--- src/rtl/skl_ram.sv ---
// skl_ram: generic simple dual-port ram, one write and one registered read
// no package dependency
module skl_ram #(
  parameter int unsigned WIDTH = 8,
  parameter int unsigned AW    = 4
) (
  input  logic             clk_i,
  input  logic             we_i,
  input  logic [AW-1:0]    waddr_i,
  input  logic [WIDTH-1:0] wdata_i,
  input  logic [AW-1:0]    raddr_i,
  output logic [WIDTH-1:0] rdata_o
);

  logic [WIDTH-1:0] mem [2**AW];
  logic [WIDTH-1:0] rdata_q;

  always_ff @(posedge clk_i) begin
    if (we_i) begin
      mem[waddr_i] <= wdata_i;
    end
    rdata_q <= mem[raddr_i];
  end

  assign rdata_o = rdata_q;

endmodule

--- config.mk ---
export PLATFORM = sky130hd
export DESIGN_NAME = skl_ram
export DESIGN_NICKNAME = d
export VERILOG_FILES = /design/src/rtl/skl_ram.sv
export SDC_FILE = /design/constraint.sdc
export NUM_CORES = 1
export LEC_CHECK = 0
export ABC_AREA = 1
export BUFFER_PORTS_ARGS = -buffer_cell sky130_fd_sc_hd__buf_2
export CORE_ASPECT_RATIO = 0.8
export CORE_UTILIZATION = 45
export DETAILED_ROUTE_END_ITERATION = 16
export GPL_ROUTABILITY_DRIVEN = 0
export PLACE_DENSITY = 0.68
export SKIP_LAST_GASP = 1
export SYNTH_ARGS = -nofsm -noshare
export SYNTH_HDL_FRONTEND = slang
export SYNTH_SLANG_ARGS = --single-unit
--- constraint.sdc ---
create_clock -name clk_i -period 1.6 [get_ports clk_i]
set_clock_uncertainty 0.1 [all_clocks]
set_input_delay 0.08 -clock clk_i [delete_from_list [all_inputs] [get_ports clk_i]]
set_output_delay 0.08 -clock clk_i [all_outputs]
set_load 0.01 [all_outputs]
; After elaboration in Yosys (flattened, before gate mapping)
; Memory sizes are Yosys's and may differ from the RTL's. A register that Yosys moved wholly into a read port is not among the register bits.
; Index checks and enable logic that the tools add are counted.
[totals]
mem_bits_rw = 128
register_bits = 0
output_inout_bits = 8
n_memories = 1
[mem_list]
columns = memory, depth, word_bits, rd, rd_ports_with_merged_regs, wr, line_no
row1 = mem, 16, 8, 1, 1, 1, 15  ; logic [WIDTH-1:0] mem [2**AW];
[classes]
mux = 2
[ops]
columns = operator, count
row1 = $mux W1, 2

; Longest topological paths before layout
[depth]
word_depth = 2
mapped_depth = 8
depth_no_buf = 7

; Worst setup path before layout
; Ideal clock, no wire load.
[synth_timing]
path_kind = input to register
from = in waddr_i[2]
to = mem mem[10][0] (enable)
arrival_time_ps = 661
path_slack_ps = 469
cell_stages = 2
path_buffers = 0
path_cell_list = nand3b_1 nor2_1
[synth_rtl]
columns = element, line_no
row1 = start: declaration, 9  ; input logic [AW-1:0] waddr_i,
row2 = end: declaration, 15
; No word-level cell before the write port.

==> run metrics <==
setup ws final approximately 0.25 ns; Sw Ratio 21.7%; top post-synthesis cells by count nand2_1, edfxtp_1, inv_1; CP Launch Type primary input; die width around 130 µm; Port Buffers 25; WL final 13.1 mm; row cnt 36; clock latency on the worst-skew pair 0.41 ns; Reg area between 0.004 and 0.005 mm²; critical path endpoint category flip-flop; CTS H-tree lvls 4; Layout Utilization between 50% and 60%; clock root cell clkbuf_16; Slew @ Worst Pin ~0.6 ns; pre-CTS WS 0.261 ns; Hold Violations, Final 0; Arr. time, crit path between 1.5 and 2 ns; Req. time, crit path 1.81 ns; internal power between 6 and 7 mW; CTS tree built; Reg clk slew, reported paths ~0.06 ns; antenna fix cells 0; Yosys Warn Count 0; WHS ~0.0050 ns; NetSw roughly 1.8 mW; status finished clean; Slew Limit Fails 0; Post-route DRC 0; max-cap violations 0; Post-synth EDFFs roughly 130; placed inst area about 0.0061 mm²; worst setup path class primary input to flip-flop; Post-CTS Hold Buffers 4; total CTS buffers 17; HP Class primary input to flip-flop; largest net degree at the start of global routing 65; prevailing post-synth register cell edfxtp_1; nets@finish between 600 and 700; GRT Util Overall between 20% and 30%; sequential power share about 49%; layout cell share with drive strength beyond 1 between 10% and 20%; post-synthesis register bit count between 100 and 150; top-count cell post-synth nand2_1; Clock Power Share between 40 and 50%; postcts setup bufs 0; die height about 100 µm; Clock Tree Buf Depth 2; first-pass GRT wire length around 20 mm; CP max FO 16; remaining global-route overflow 0; Sink Count 136; WL/cell around 17 µm; vias slightly below 4000; final critical-path share of the clock period a little over four fifths; Final HPWL DP about 8 mm; Synth area leader edfxtp_1; synthesized instance count ~550; register area share after synthesis 69.4%; RSZ-0062 raised after global routing false; total nets after synthesis about 570; top area cells in the synthesized netlist edfxtp_1, nand2_1, nand3_1, inv_1, dfxtp_1; Synth Area per Inst about 10 µm²; max_slew headroom roughly three fifths; initial drt markers 435; setup TNS 0 ns; Area Growth Syn to Fin 16.1%; top cell type's share of synthesized area about two thirds; Routed Antenna Nets 0; Max VDD drop 0.000764 V; combinational group share of total power between 6 and 7%; Tmin final around 1.4 ns; leak pwr around 2.9 nW; first drt pass iteration count 4; Pwr per Cell Area ~1200 mW/mm²; vias per inst 5.00; I/O pins 26; die area ~0.013 mm²; asr flop ratio synth 0%; core area around 0.012 mm²; starting density of the core about 47%; Filler Cells Inserted 1071; antenna violations before repair 0; Post-Syn Area 0.00577 mm²; Finish-stage setup viols 0; multi-input logic area about 0.0012 mm²; design area ~0.0067 mm²; f_max 739 MHz; Resize count post-CTS 0; vias in the first global route between 3000 and 4000; post-synth cell types 12
==> power by group through the flow <==
stage / combinational, mW / sequential, mW / clock, mW
2_1_floorplan: 0.281 / 4.09 / 0
3_5_place_dp: 0.489 / 4.08 / 0
3_3_place_gp: 0.483 / 4.08 / 0
6_report: 0.501 / 4.01 / 3.61
4_1_cts: 0.501 / 4.01 / 3.63
5_1_grt: 0.552 / 4.01 / 3.78
==> sequential cells by signal (all words and copies together), names as in the netlist <==
name,flops
mem,128
rdata_o,8
==> path summary, 6_finish.rpt <==
kind | slack [ns] | to | startpoint | cells past startpoint
worst max-delay path | 0.25 | rdata_o[5]$_DFF_P_ | raddr_i[2] | 6
worst min-delay path | 0.005 | mem[5][7]$_DFFE_PP_ | wdata_i[7] | 1
worst max register to register | 0.45 | rdata_o[6]$_DFF_P_ | mem[13][6]$_DFFE_PP_ | 6
worst min register to register | 0.58 | rdata_o[2]$_DFF_P_ | mem[6][2]$_DFFE_PP_ | 6
==> placed cells by master, fill, tap and decap left out, types with 8 or more instances in the layout <==
master       n
nor2_1      17
clkbuf_16   17
nand3_1     97
clkinv_1     9
edfxtp_1   128
nand2_1    173
buf_2       25
dfxtp_1      8
buf_4       18
inv_1      100
==> layer usage <==
metal  routed length (µm)  GRT usage (%)  vias up
met5                    0              0        -
met2                 5670           31.5      169
met1                 6270           30.9     1836
li1                     -              -     1866
met3                  942           4.37       22
met4                  257           10.9        0
==> stage by stage <==
| stage | power (mW) | instances |
|---|---|---|
| 2_1_floorplan | 4.37 | 551 |
| 3_3_place_gp | 4.56 | 743 |
| 3_5_place_dp | 4.57 | 743 |
| 4_1_cts | 8.14 | 779 |
| 5_1_grt | 8.35 | 779 |
| 6_report | 8.13 | 779 |
==> worst max-delay path, stage by stage <==
cell and delay, ns:
dlygate4sd3_1 0.53, buf_2 0.16, inv_1 0.41, nand3_1 0.20
nand3_1 0.12, nand2_1 0.05
==> cells by family after synthesis <==
kind of cell           after synthesis  share of synthesized area (%)
AND/OR/NAND/NOR                    289                           21.0
flip-flops                         136                           69.4
buffers and inverters              126                           9.52
==> layout make-up <==
type | instances | area share (%)
Timing Repair Buffer | 49 | 5.08
Clock buffer | 17 | 6.35
Sequential cell | 136 | 59.8
Inverter | 102 | 5.72
Tap cell | 171 | 3.20
Clock inverter | 15 | 1.74
Multi-Input combinational cell | 289 | 18.1
Power figures use the tool's default switching activity.
