## src/rtl/skl_pkg.sv

```systemverilog
// skl_pkg: shared constants and types of the skyline sweep block
// used by skl_heap_eng, skyline_sweep_max_heap and the testbench
package skl_pkg;

  localparam int unsigned HEAP_DEPTH  = 32;
  localparam int unsigned COORD_BITS  = 32;
  localparam int unsigned FIELD_W     = 32;
  localparam int unsigned ENT_W       = 2 * COORD_BITS;
  localparam int unsigned HADDR_W     = $clog2(HEAP_DEPTH);
  localparam int unsigned CHILD_W     = HADDR_W + 1;
  localparam int unsigned CNT_W       = $clog2(HEAP_DEPTH + 1);
  localparam int unsigned MAX_RESULTS = HEAP_DEPTH + 2;
  localparam int unsigned BUF_AW      = $clog2(MAX_RESULTS);
  localparam int unsigned BCNT_W      = $clog2(HEAP_DEPTH + 4);

  // heap entry: height in the upper half, right edge in the lower half
  typedef logic [ENT_W-1:0] ent_t;

  typedef struct packed {
    logic push;
    logic pop;
    ent_t ent;
  } heap_cmd_t;

  typedef struct packed {
    logic             busy;
    logic [CNT_W-1:0] count;
    ent_t             top;
  } heap_sts_t;

endpackage

```

## src/rtl/skl_ram.sv

```systemverilog
// skl_ram: generic simple dual-port ram, one write and one registered read
// no package dependency
module skl_ram #(
  parameter int unsigned WIDTH = 8,
  parameter int unsigned AW    = 4
) (
  input  logic             clk_i,
  input  logic             we_i,
  input  logic [AW-1:0]    waddr_i,
  input  logic [WIDTH-1:0] wdata_i,
  input  logic [AW-1:0]    raddr_i,
  output logic [WIDTH-1:0] rdata_o
);

  logic [WIDTH-1:0] mem [2**AW];
  logic [WIDTH-1:0] rdata_q;

  always_ff @(posedge clk_i) begin
    if (we_i) begin
      mem[waddr_i] <= wdata_i;
    end
    rdata_q <= mem[raddr_i];
  end

  assign rdata_o = rdata_q;

endmodule

```

## src/rtl/skl_heap_eng.sv

```systemverilog
// skl_heap_eng: ram-held binary max-heap with sequenced push and pop
// depends on skl_pkg and skl_ram
module skl_heap_eng (
  input  logic              clk_i,
  input  logic              rst_ni,
  input  skl_pkg::heap_cmd_t cmd_i,
  output skl_pkg::heap_sts_t sts_o
);

  localparam logic [2:0] E_IDLE      = 3'd0;
  localparam logic [2:0] E_PUSH_TEST = 3'd1;
  localparam logic [2:0] E_PUSH_CMP  = 3'd2;
  localparam logic [2:0] E_POP_LAST  = 3'd3;
  localparam logic [2:0] E_POP_TEST  = 3'd4;
  localparam logic [2:0] E_POP_L     = 3'd5;
  localparam logic [2:0] E_POP_R     = 3'd6;

  logic [2:0]                   st_q, st_d;
  logic [skl_pkg::CNT_W-1:0]    cnt_q, cnt_d;
  logic [skl_pkg::HADDR_W-1:0]  idx_q, idx_d;
  skl_pkg::ent_t                ent_q, ent_d;
  skl_pkg::ent_t                cl_q, cl_d;
  skl_pkg::ent_t                top_q;

  logic                         we;
  logic [skl_pkg::HADDR_W-1:0]  wa, ra, par;
  skl_pkg::ent_t                wd, rd, pk;
  logic [skl_pkg::CHILD_W-1:0]  c_w, cr_w, n_w, pi;
  logic                         dec;

  skl_ram #(
    .WIDTH(skl_pkg::ENT_W),
    .AW   (skl_pkg::HADDR_W)
  ) u_ram (
    .clk_i  (clk_i),
    .we_i   (we),
    .waddr_i(wa),
    .wdata_i(wd),
    .raddr_i(ra),
    .rdata_o(rd)
  );

  assign c_w  = {idx_q, 1'b1};
  assign cr_w = c_w + skl_pkg::CHILD_W'(1);
  assign n_w  = skl_pkg::CHILD_W'(cnt_q);
  assign par  = (idx_q - skl_pkg::HADDR_W'(1)) >> 1;

  // larger child select
  always_comb begin
    dec = 1'b0;
    pk  = rd;
    pi  = c_w;
    if (st_q == E_POP_L && !(cr_w < n_w)) begin
      dec = 1'b1;
    end else if (st_q == E_POP_R) begin
      dec = 1'b1;
      if (rd > cl_q) begin
        pi = cr_w;
      end else begin
        pk = cl_q;
      end
    end
  end

  always_comb begin
    st_d  = st_q;
    cnt_d = cnt_q;
    idx_d = idx_q;
    ent_d = ent_q;
    cl_d  = cl_q;
    we    = 1'b0;
    wa    = idx_q;
    wd    = ent_q;
    ra    = '0;
    case (st_q)
      E_IDLE: begin
        if (cmd_i.push) begin
          ent_d = cmd_i.ent;
          idx_d = cnt_q[skl_pkg::HADDR_W-1:0];
          cnt_d = cnt_q + skl_pkg::CNT_W'(1);
          st_d  = E_PUSH_TEST;
        end else if (cmd_i.pop) begin
          cnt_d = cnt_q - skl_pkg::CNT_W'(1);
          ra    = cnt_d[skl_pkg::HADDR_W-1:0];
          st_d  = E_POP_LAST;
        end
      end
      E_PUSH_TEST: begin
        if (idx_q == '0) begin
          we   = 1'b1;
          st_d = E_IDLE;
        end else begin
          ra   = par;
          st_d = E_PUSH_CMP;
        end
      end
      E_PUSH_CMP: begin
        we = 1'b1;
        if (rd >= ent_q) begin
          st_d = E_IDLE;
        end else begin
          wd    = rd;
          idx_d = par;
          st_d  = E_PUSH_TEST;
        end
      end
      E_POP_LAST: begin
        if (cnt_q == '0) begin
          st_d = E_IDLE;
        end else begin
          ent_d = rd;
          idx_d = '0;
          st_d  = E_POP_TEST;
        end
      end
      E_POP_TEST: begin
        if (c_w >= n_w) begin
          we   = 1'b1;
          st_d = E_IDLE;
        end else begin
          ra   = c_w[skl_pkg::HADDR_W-1:0];
          st_d = E_POP_L;
        end
      end
      E_POP_L: begin
        if (cr_w < n_w) begin
          cl_d = rd;
          ra   = cr_w[skl_pkg::HADDR_W-1:0];
          st_d = E_POP_R;
        end
      end
      E_POP_R: begin
        st_d = st_q;
      end
      default: begin
        st_d = E_IDLE;
      end
    endcase
    // sift-down step shared by both child reads
    if (dec) begin
      we = 1'b1;
      if (pk <= ent_q) begin
        st_d = E_IDLE;
      end else begin
        wd    = pk;
        idx_d = pi[skl_pkg::HADDR_W-1:0];
        st_d  = E_POP_TEST;
      end
    end
  end

  always_ff @(posedge clk_i or negedge rst_ni) begin
    if (!rst_ni) begin
      st_q  <= E_IDLE;
      cnt_q <= '0;
    end else begin
      st_q  <= st_d;
      cnt_q <= cnt_d;
    end
  end

  always_ff @(posedge clk_i) begin
    idx_q <= idx_d;
    ent_q <= ent_d;
    cl_q  <= cl_d;
    if (we && wa == '0) begin
      top_q <= wd;
    end
  end

  assign sts_o.busy  = (st_q != E_IDLE);
  assign sts_o.count = cnt_q;
  assign sts_o.top   = top_q;

  a_cnt_range: assert property (@(posedge clk_i) disable iff (!rst_ni)
    cnt_q <= skl_pkg::CNT_W'(skl_pkg::HEAP_DEPTH))
    else $error("heap count beyond depth");
  a_no_pop_empty: assert property (@(posedge clk_i) disable iff (!rst_ni)
    (st_q == E_IDLE && cmd_i.pop && !cmd_i.push) |-> cnt_q != '0)
    else $error("pop on empty heap");
  a_no_push_full: assert property (@(posedge clk_i) disable iff (!rst_ni)
    (st_q == E_IDLE && cmd_i.push) |-> cnt_q != skl_pkg::CNT_W'(skl_pkg::HEAP_DEPTH))
    else $error("push on full heap");
  a_walk_bound: assert property (@(posedge clk_i) disable iff (!rst_ni)
    (st_q == E_POP_TEST) |-> skl_pkg::CNT_W'(idx_q) < cnt_q)
    else $error("sift index outside heap");

endmodule

```

## config.mk

```make
export PLATFORM = sky130hd
export DESIGN_NAME = skl_heap_eng
export DESIGN_NICKNAME = d
export VERILOG_FILES = /design/src/rtl/skl_pkg.sv /design/src/rtl/skl_ram.sv /design/src/rtl/skl_heap_eng.sv
export SDC_FILE = /design/constraint.sdc
export NUM_CORES = 2
export LEC_CHECK = 0
export ABC_AREA = 1
export BUFFER_PORTS_ARGS = -buffer_cell sky130_fd_sc_hd__clkbuf_2
export CELL_PAD_IN_SITES_DETAIL_PLACEMENT = 0
export CELL_PAD_IN_SITES_GLOBAL_PLACEMENT = 1
export CORE_MARGIN = 8
export CORE_UTILIZATION = 51
export CTS_CLUSTER_SIZE = 16
export DETAILED_ROUTE_END_ITERATION = 8
export PLACE_DENSITY_LB_ADDON = 0.1
export SYNTH_ARGS = -nofsm -noshare
export SYNTH_HDL_FRONTEND = slang
export SYNTH_HIERARCHICAL = 1
export SYNTH_SLANG_ARGS = --single-unit
export TNS_END_PERCENT = 30
```

## constraint.sdc

```tcl
create_clock -name clk_i -period 7.7 [get_ports clk_i]
set_input_delay 2.31 -clock clk_i [delete_from_list [all_inputs] [get_ports clk_i]]
set_output_delay 2.31 -clock clk_i [all_outputs]
set_load 0.01 [all_outputs]
```

# Yosys cells after proc, flatten, opt, wreduce, memory -nomap -nowiden
# Memories as Yosys holds them, arrays and structs flattened. A register that Yosys moved wholly into a read port is not among the register bits.
# Cells that the tools add are included.
[word_totals]
input_bits = 68
register_bits = 206
memories = 1
wordCells = 85
ram_bits = 2048
output_inout_bits = 71
[op_classes]
magnitude_cmp = 5
n_addsub = 4
n_reduce_logical = 13
muxes = 45
eq_ne = 11
[mem_list]
columns = ["name", "words", "word_bits", "read_ports", "rd_clocked_by_memory_dff", "write_ports", "line_no", "rtl"]
rows = [
  ["u_ram.mem", 32, 64, 1, 1, 1, "skl_ram.sv:15", "logic [WIDTH-1:0] mem [2**AW];"],
]
[op_table]
columns = ["cell", "count"]
rows = [
  ["two-way mux 64 bit", 9],
  ["one-hot mux 64 bit (2 select lines)", 1],
  ["greater-or-equal comparator 64 bit", 1],
  ["greater-than comparator 64 bit", 1],
  ["<= comparator 64 bit", 1],
  ["two-way mux 5 bit", 12],
  ["two-way mux 3 bit", 7],
  ["one-hot mux 3 bit (7 select lines)", 1],
  ["one-hot mux 5 bit (4 select lines)", 1],
  ["one-hot mux 5 bit (3 select lines)", 1],
  ["adder 6 x 1 -> 6 bit, second input constant", 2],
  ["two-way mux 6 bit", 2],
  ["equality test 3 bit, second input constant", 3],
  ["two-way mux 1 bit", 8],
  ["equality test 3 x 2 -> 1 bit, second input constant", 2],
  ["greater-or-equal comparator 6 bit", 1],
  ["logical NOT 6 bit", 1],
  ["less-than comparator 6 bit", 1],
  ["inequality test 2 bit, second input constant", 3],
  ["AND reduction 3 bit", 2],
  ["subtractor 6 x 1 -> 6 bit, second input constant", 1],
  ["logical NOT 5 bit", 1],
  ["subtractor 5 x 1 -> 5 bit, second input constant", 1],
  ["two-way mux 4 bit", 1],
  ["other kinds (11)", 14],
]

# Depth between registers and ports, before layout
[depth]
word_depth = 8
ltp_mapped = 41

# Cells and area by module
# Netlist, hierarchy kept.
[modules_own_cells]
columns = ["mod", "area_per_inst_um2", "cells_per_inst", "instances"]
rows = [
  ["skl_ram", 82990.8, 6768, 1],
  ["skl_heap_eng", 16040.4, 2022, 1],
]

# Least setup slack after synthesis
# OpenSTA, ideal clock, no wires.
[synth_path]
path_kind = "reg-to-reg"
startpoint = "register idx_q[2] (netlist name)"
endpoint = "register top_q[0] (enable)"
path_slack_ns = 1.973
t_arrival_ns = 5.203
required_time_ns = 7.176
stages_incl_launch_ff = 9
path_cell_list = "dfxtp_1 > clkbuf_1 > nand3_1 > xor2_1 > ha_1 > nand4_1 > o221ai_1 > a21oi_2 > a31oi_1"
[synth_between]
elab_chain_len = 7
elab_cells_between_ends = 12
classes_between = "add/sub: 1; order compare: 2; mux: 5; reduce/logical: 4"
[synth_lines]
columns = ["item", "line_no", "rtl"]
rows = [
  ["start: declaration", "skl_heap_eng.sv:20", "logic [skl_pkg::HADDR_W-1:0] idx_q, idx_d;"],
  ["start signal: assignment", "skl_heap_eng.sv:163", "idx_q <= idx_d;"],
  ["adder 6 x 1 -> 6 bit", "skl_heap_eng.sv:44", "assign cr_w = c_w + skl_pkg::CHILD_W'(1);"],
  ["less-than comparator 6 bit", "skl_heap_eng.sv:53", "if (st_q == E_POP_L && !(cr_w < n_w)) begin"],
  ["logical NOT 1 bit", "skl_heap_eng.sv:53", ""],
  ["logical AND 1 bit", "skl_heap_eng.sv:53", ""],
  ["two-way mux 1 bit", "skl_heap_eng.sv:53", ""],
  ["two-way mux 1 bit", "skl_heap_eng.sv:140", "if (dec) begin"],
  ["logical AND 1 bit *", "skl_heap_eng.sv:166", "if (we && wa == '0) begin"],
  ["end signal: assignment", "skl_heap_eng.sv:167", "top_q <= wd;"],
  ["end: declaration", "skl_heap_eng.sv:23", "skl_pkg::ent_t top_q;"],
]
# Mark *: on every way between the ends. The rest lies on a longest branch, timed or not.
# A chain may end at the register's enable or synchronous reset.

# Worst setup path in the final report
[layout_path]
startpoint = "register cl_q[43]"
endpoint = "memory u_ram/mem[24][29] (netlist name) (data pin)"
[layout_between]
elab_chain_len = 7
[layout_lines]
columns = ["item", "line_no", "rtl"]
rows = [
  ["start: declaration", "skl_heap_eng.sv:22", "skl_pkg::ent_t cl_q, cl_d;"],
  ["start signal: assignment", "skl_heap_eng.sv:165", "cl_q <= cl_d;"],
  ["greater-than comparator 64 bit", "skl_heap_eng.sv:57", "if (rd > cl_q) begin"],
  ["two-way mux 64 bit *", "skl_heap_eng.sv:57", ""],
  ["two-way mux 64 bit *", "skl_heap_eng.sv:55", "end else if (st_q == E_POP_R) begin"],
  ["two-way mux 64 bit *", "skl_heap_eng.sv:53", ""],
  ["<= comparator 64 bit", "skl_heap_eng.sv:142", "if (pk <= ent_q) begin"],
  ["two-way mux 64 bit *", "skl_heap_eng.sv:142", ""],
  ["two-way mux 64 bit *", "skl_heap_eng.sv:140", ""],
  ["net wd[29]", "skl_heap_eng.sv:27", "skl_pkg::ent_t wd, rd, pk;"],
  ["end: declaration", "skl_ram.sv:15", ""],
]
# The timed path passes the listed nets; every way through them passes the cells marked *.

==> reports/metrics.csv <==
stage,metric,value,unit
sta,worstMarginPinSlew,1.21,ns
sta,setup_viol,0,
sta,period_share,86.1,%
placed_design,gpl.final_weighted_congestion,0.894,
yosys,synth_cells,8790,
layout,final_cell_mix,"3105 x nand2_1, 2240 x edfxtp_1, 1982 x nand3_1",
flow_run,maxCapViolCount,0,
routing,drtIter0Drc,9249,
sta,timing.final.crit_period,6.63,ns
power_and_ir_drop,worst_ir_drop_vdd,0.000539,V
sta,max_freq,151,MHz
routing,wl_per_cell,28.4,um
yosys,synth_area_leaders,"edfxtp_1 68%, nand2_1 12%, nand3_1 10%",
clock_tree,clockBufferDepth,3,
clock_tree,cts_sinks,2318,
global_route,gr-usage-all-layers,30.5,%
placed_design,portBuffers,138,
sta,relSlewSlack,19.6,%
global_route,antenna_found_initial,12,
clock_tree,hold_buffers,0,
clock_tree,h-tree-depth,4,
yosys,syn_area,99000,um^2
global_route,globalRoute.totalOverflow,0,
clock_tree,cts_tree,done,
layout,fin_nets,9091,
yosys,ys.flop_type,edfxtp_1,
yosys,synth-edff-count,2240,
global_route,grt_pass1_wl,466,mm
placed_design,placed_area,102000,um^2
clock_tree,cts_resized,0,
critical_path,critical_path_required,8.14,ns
die,core_area,193000,um^2
sta,maxSlewViolCount,0,
yosys,synth_top_area_share,67.9,%
yosys,seq_area_frac_synth,69.5,%
clock_tree,postCtsSetupBuffers,0,
global_route,grt_max_degree,186,
layout,final_area,110000,um^2
routing,vias,69000,
clock_tree,cts-root-buf,clkbuf_16,
routing,firstDrtPassIters,6,
global_route,grt_pass1_vias,63900,
min_path,min_path_type,reg -> reg,
die,row_count,161,
clock_tree,cts_buffers,230,
sta,finalHoldViolCount,0,
power_and_ir_drop,power_density,479,nW/um^2
critical_path,crit_type,reg -> reg,
layout,mostFrequentLayoutCell,nand2_1,
status,outcome,completed,
critical_path,crit_fanout,51,
placed_design,hpwlAfterDp,170,mm
die,chipWidth,457,um
routing,ant_nets,0,
layout,drive_gt1_share,8.12,%
clock_tree,insertion_delay,0.90,ns
critical_path,end_kind,flop,
routing,drc_errors,0,
critical_path,crit_arrival,7.07,ns
power_and_ir_drop,p_leak,41.2,nW
yosys,yosysTopAreaCell,edfxtp_1,
yosys,synth_warnings,6,
die,ios,139,
routing,vias_per_cell,5.98,
layout,area_growth,11.0,%
yosys,syn_avg_cell_area,11.3,um^2
die,dieArea,209000,um^2
die,die-height,457,um
clock_tree,clkSlewWorstSetupHoldPaths,0.07,ns
sta,clock_skew,0.0669,ns
sta,rsz0062_at_grt,no,
routing,wirelength,328,mm
sta,fin_setup_tns,0,ns
yosys,synthesis.nets,9064,
yosys,ys_async_sr_fraction,0.388,%
critical_path,worst_setup_path_start_kind,flop,
yosys,ys_types,50,
yosys,ys_seq_elements,2318,
die,initial_core_util,51.4,%
[per-stage QoR]
| step | total power, mW | hold WS [ns] | cells | util, % | worst slack [ns] |
|---|---|---|---|---|---|
| 2_1_floorplan | 33.3 | 0.453 | 8790 | - | 1.97 |
| 3_3_place_gp | 41.2 | 0.504 | 11100 | 53.1 | 1.40 |
| 3_5_place_dp | 41.4 | 0.485 | 11100 | 53.1 | 1.39 |
| 4_1_cts | 52.5 | 0.512 | 11500 | 57.0 | 1.35 |
| 5_1_grt | 55.4 | 0.525 | 11500 | 57.0 | 0.860 |
| 6_report | 52.6 | 0.523 | 11500 | 57.0 | 1.07 |
[final cells by class]
type                       count  area, um^2
sequential                  2318       68900
multi-input combinational   5697       26900
inverter                     274        1070
clock buffer                 294        6020
fill                       16000       82900
antenna                        4        10.0
timing repair buffer         296        2450
tap                         2526        3160
clock inverter               138        1440
[routing by layer]
metal	routed length [um]	global-route usage, %
met1	137000	44.2
met2	148000	47.5
met3	32500	5.36
met4	10500	9.12
met5	13	0
[sequential cells by signal (all words and copies together) (netlist names)]
signal,cells
cl_q,64
cnt_q,6
ent_q,64
idx_q,5
st_q,3
top_q,64
u_ram/mem,2048
u_ram/rdata_o,64
[power by group]
group          switching, mW  internal, mW
Sequential             0.686          17.6
Clock                   4.96          6.19
Combinational           17.4          5.73
[critical path, cell delays in order, from the launching register on]
cell      delay, ns
edfxtp_1       0.36
inv_1          0.06
ha_1           0.29
nand2_1        0.07
inv_1          0.07
nand3_1        0.07
nor2_1         0.13
nand3b_1       0.33
nor2_2         0.29
nand4_2        0.20
nand2_4        0.16
nand2_4        0.45
nand2_1        0.52
nand2_1        0.13
ha_1           0.32
nand4_1        0.09
nor2_1         0.47
and2_1         0.21
nand2_1        0.05
nand2_1        0.14
nand2_4        0.08
inv_2          0.45
buf_12         0.34
nand3_1        0.21
nand2_1        0.18
inv_1          0.43
[Yosys cell counts (7+ instances only)]
cell type,n
dfxtp_1,69
inv_1,267
buf_2,300
nand2_1,3107
xor2_1,7
o21ai_0,41
clkbuf_1,96
edfxtp_1,2240
nand4_1,20
buf_12,7
nor3_1,11
buf_4,29
nand3_1,1982
nor2_1,111
buf_1,55
ha_1,206
nand3_2,55
dfrtp_1,9
buf_6,14
o21a_1,8
a21oi_1,102
[path summary, 6_finish.rpt]
check                            startpoint                end  slack, ns  cells past startpoint
min in group asynchronous            rst_ni           cnt_q[4]       1.32                      1
hold reg to reg            u_ram/rdata_o[0]            cl_q[0]       0.52                      0
max in group asynchronous            rst_ni            st_q[0]       6.07                      1
setup / recovery                   cl_q[43]  u_ram/mem[24][29]       1.07                     25
hold / removal             u_ram/rdata_o[0]            cl_q[0]       0.52                      0
setup reg to reg                   cl_q[43]  u_ram/mem[24][29]       1.07                     25
[cell families after synthesis]
group / share of synthesized area (%)
AOI/OAI and AO/OA: 0.946
DFF: 69.5
xor gates and xnor gates: 0.0796
and+or+nand+nor: 23.2
adders and majority gates: 2.60
buffers and inverters: 3.65
No activity file was read; power rests on OpenSTA's default activity.
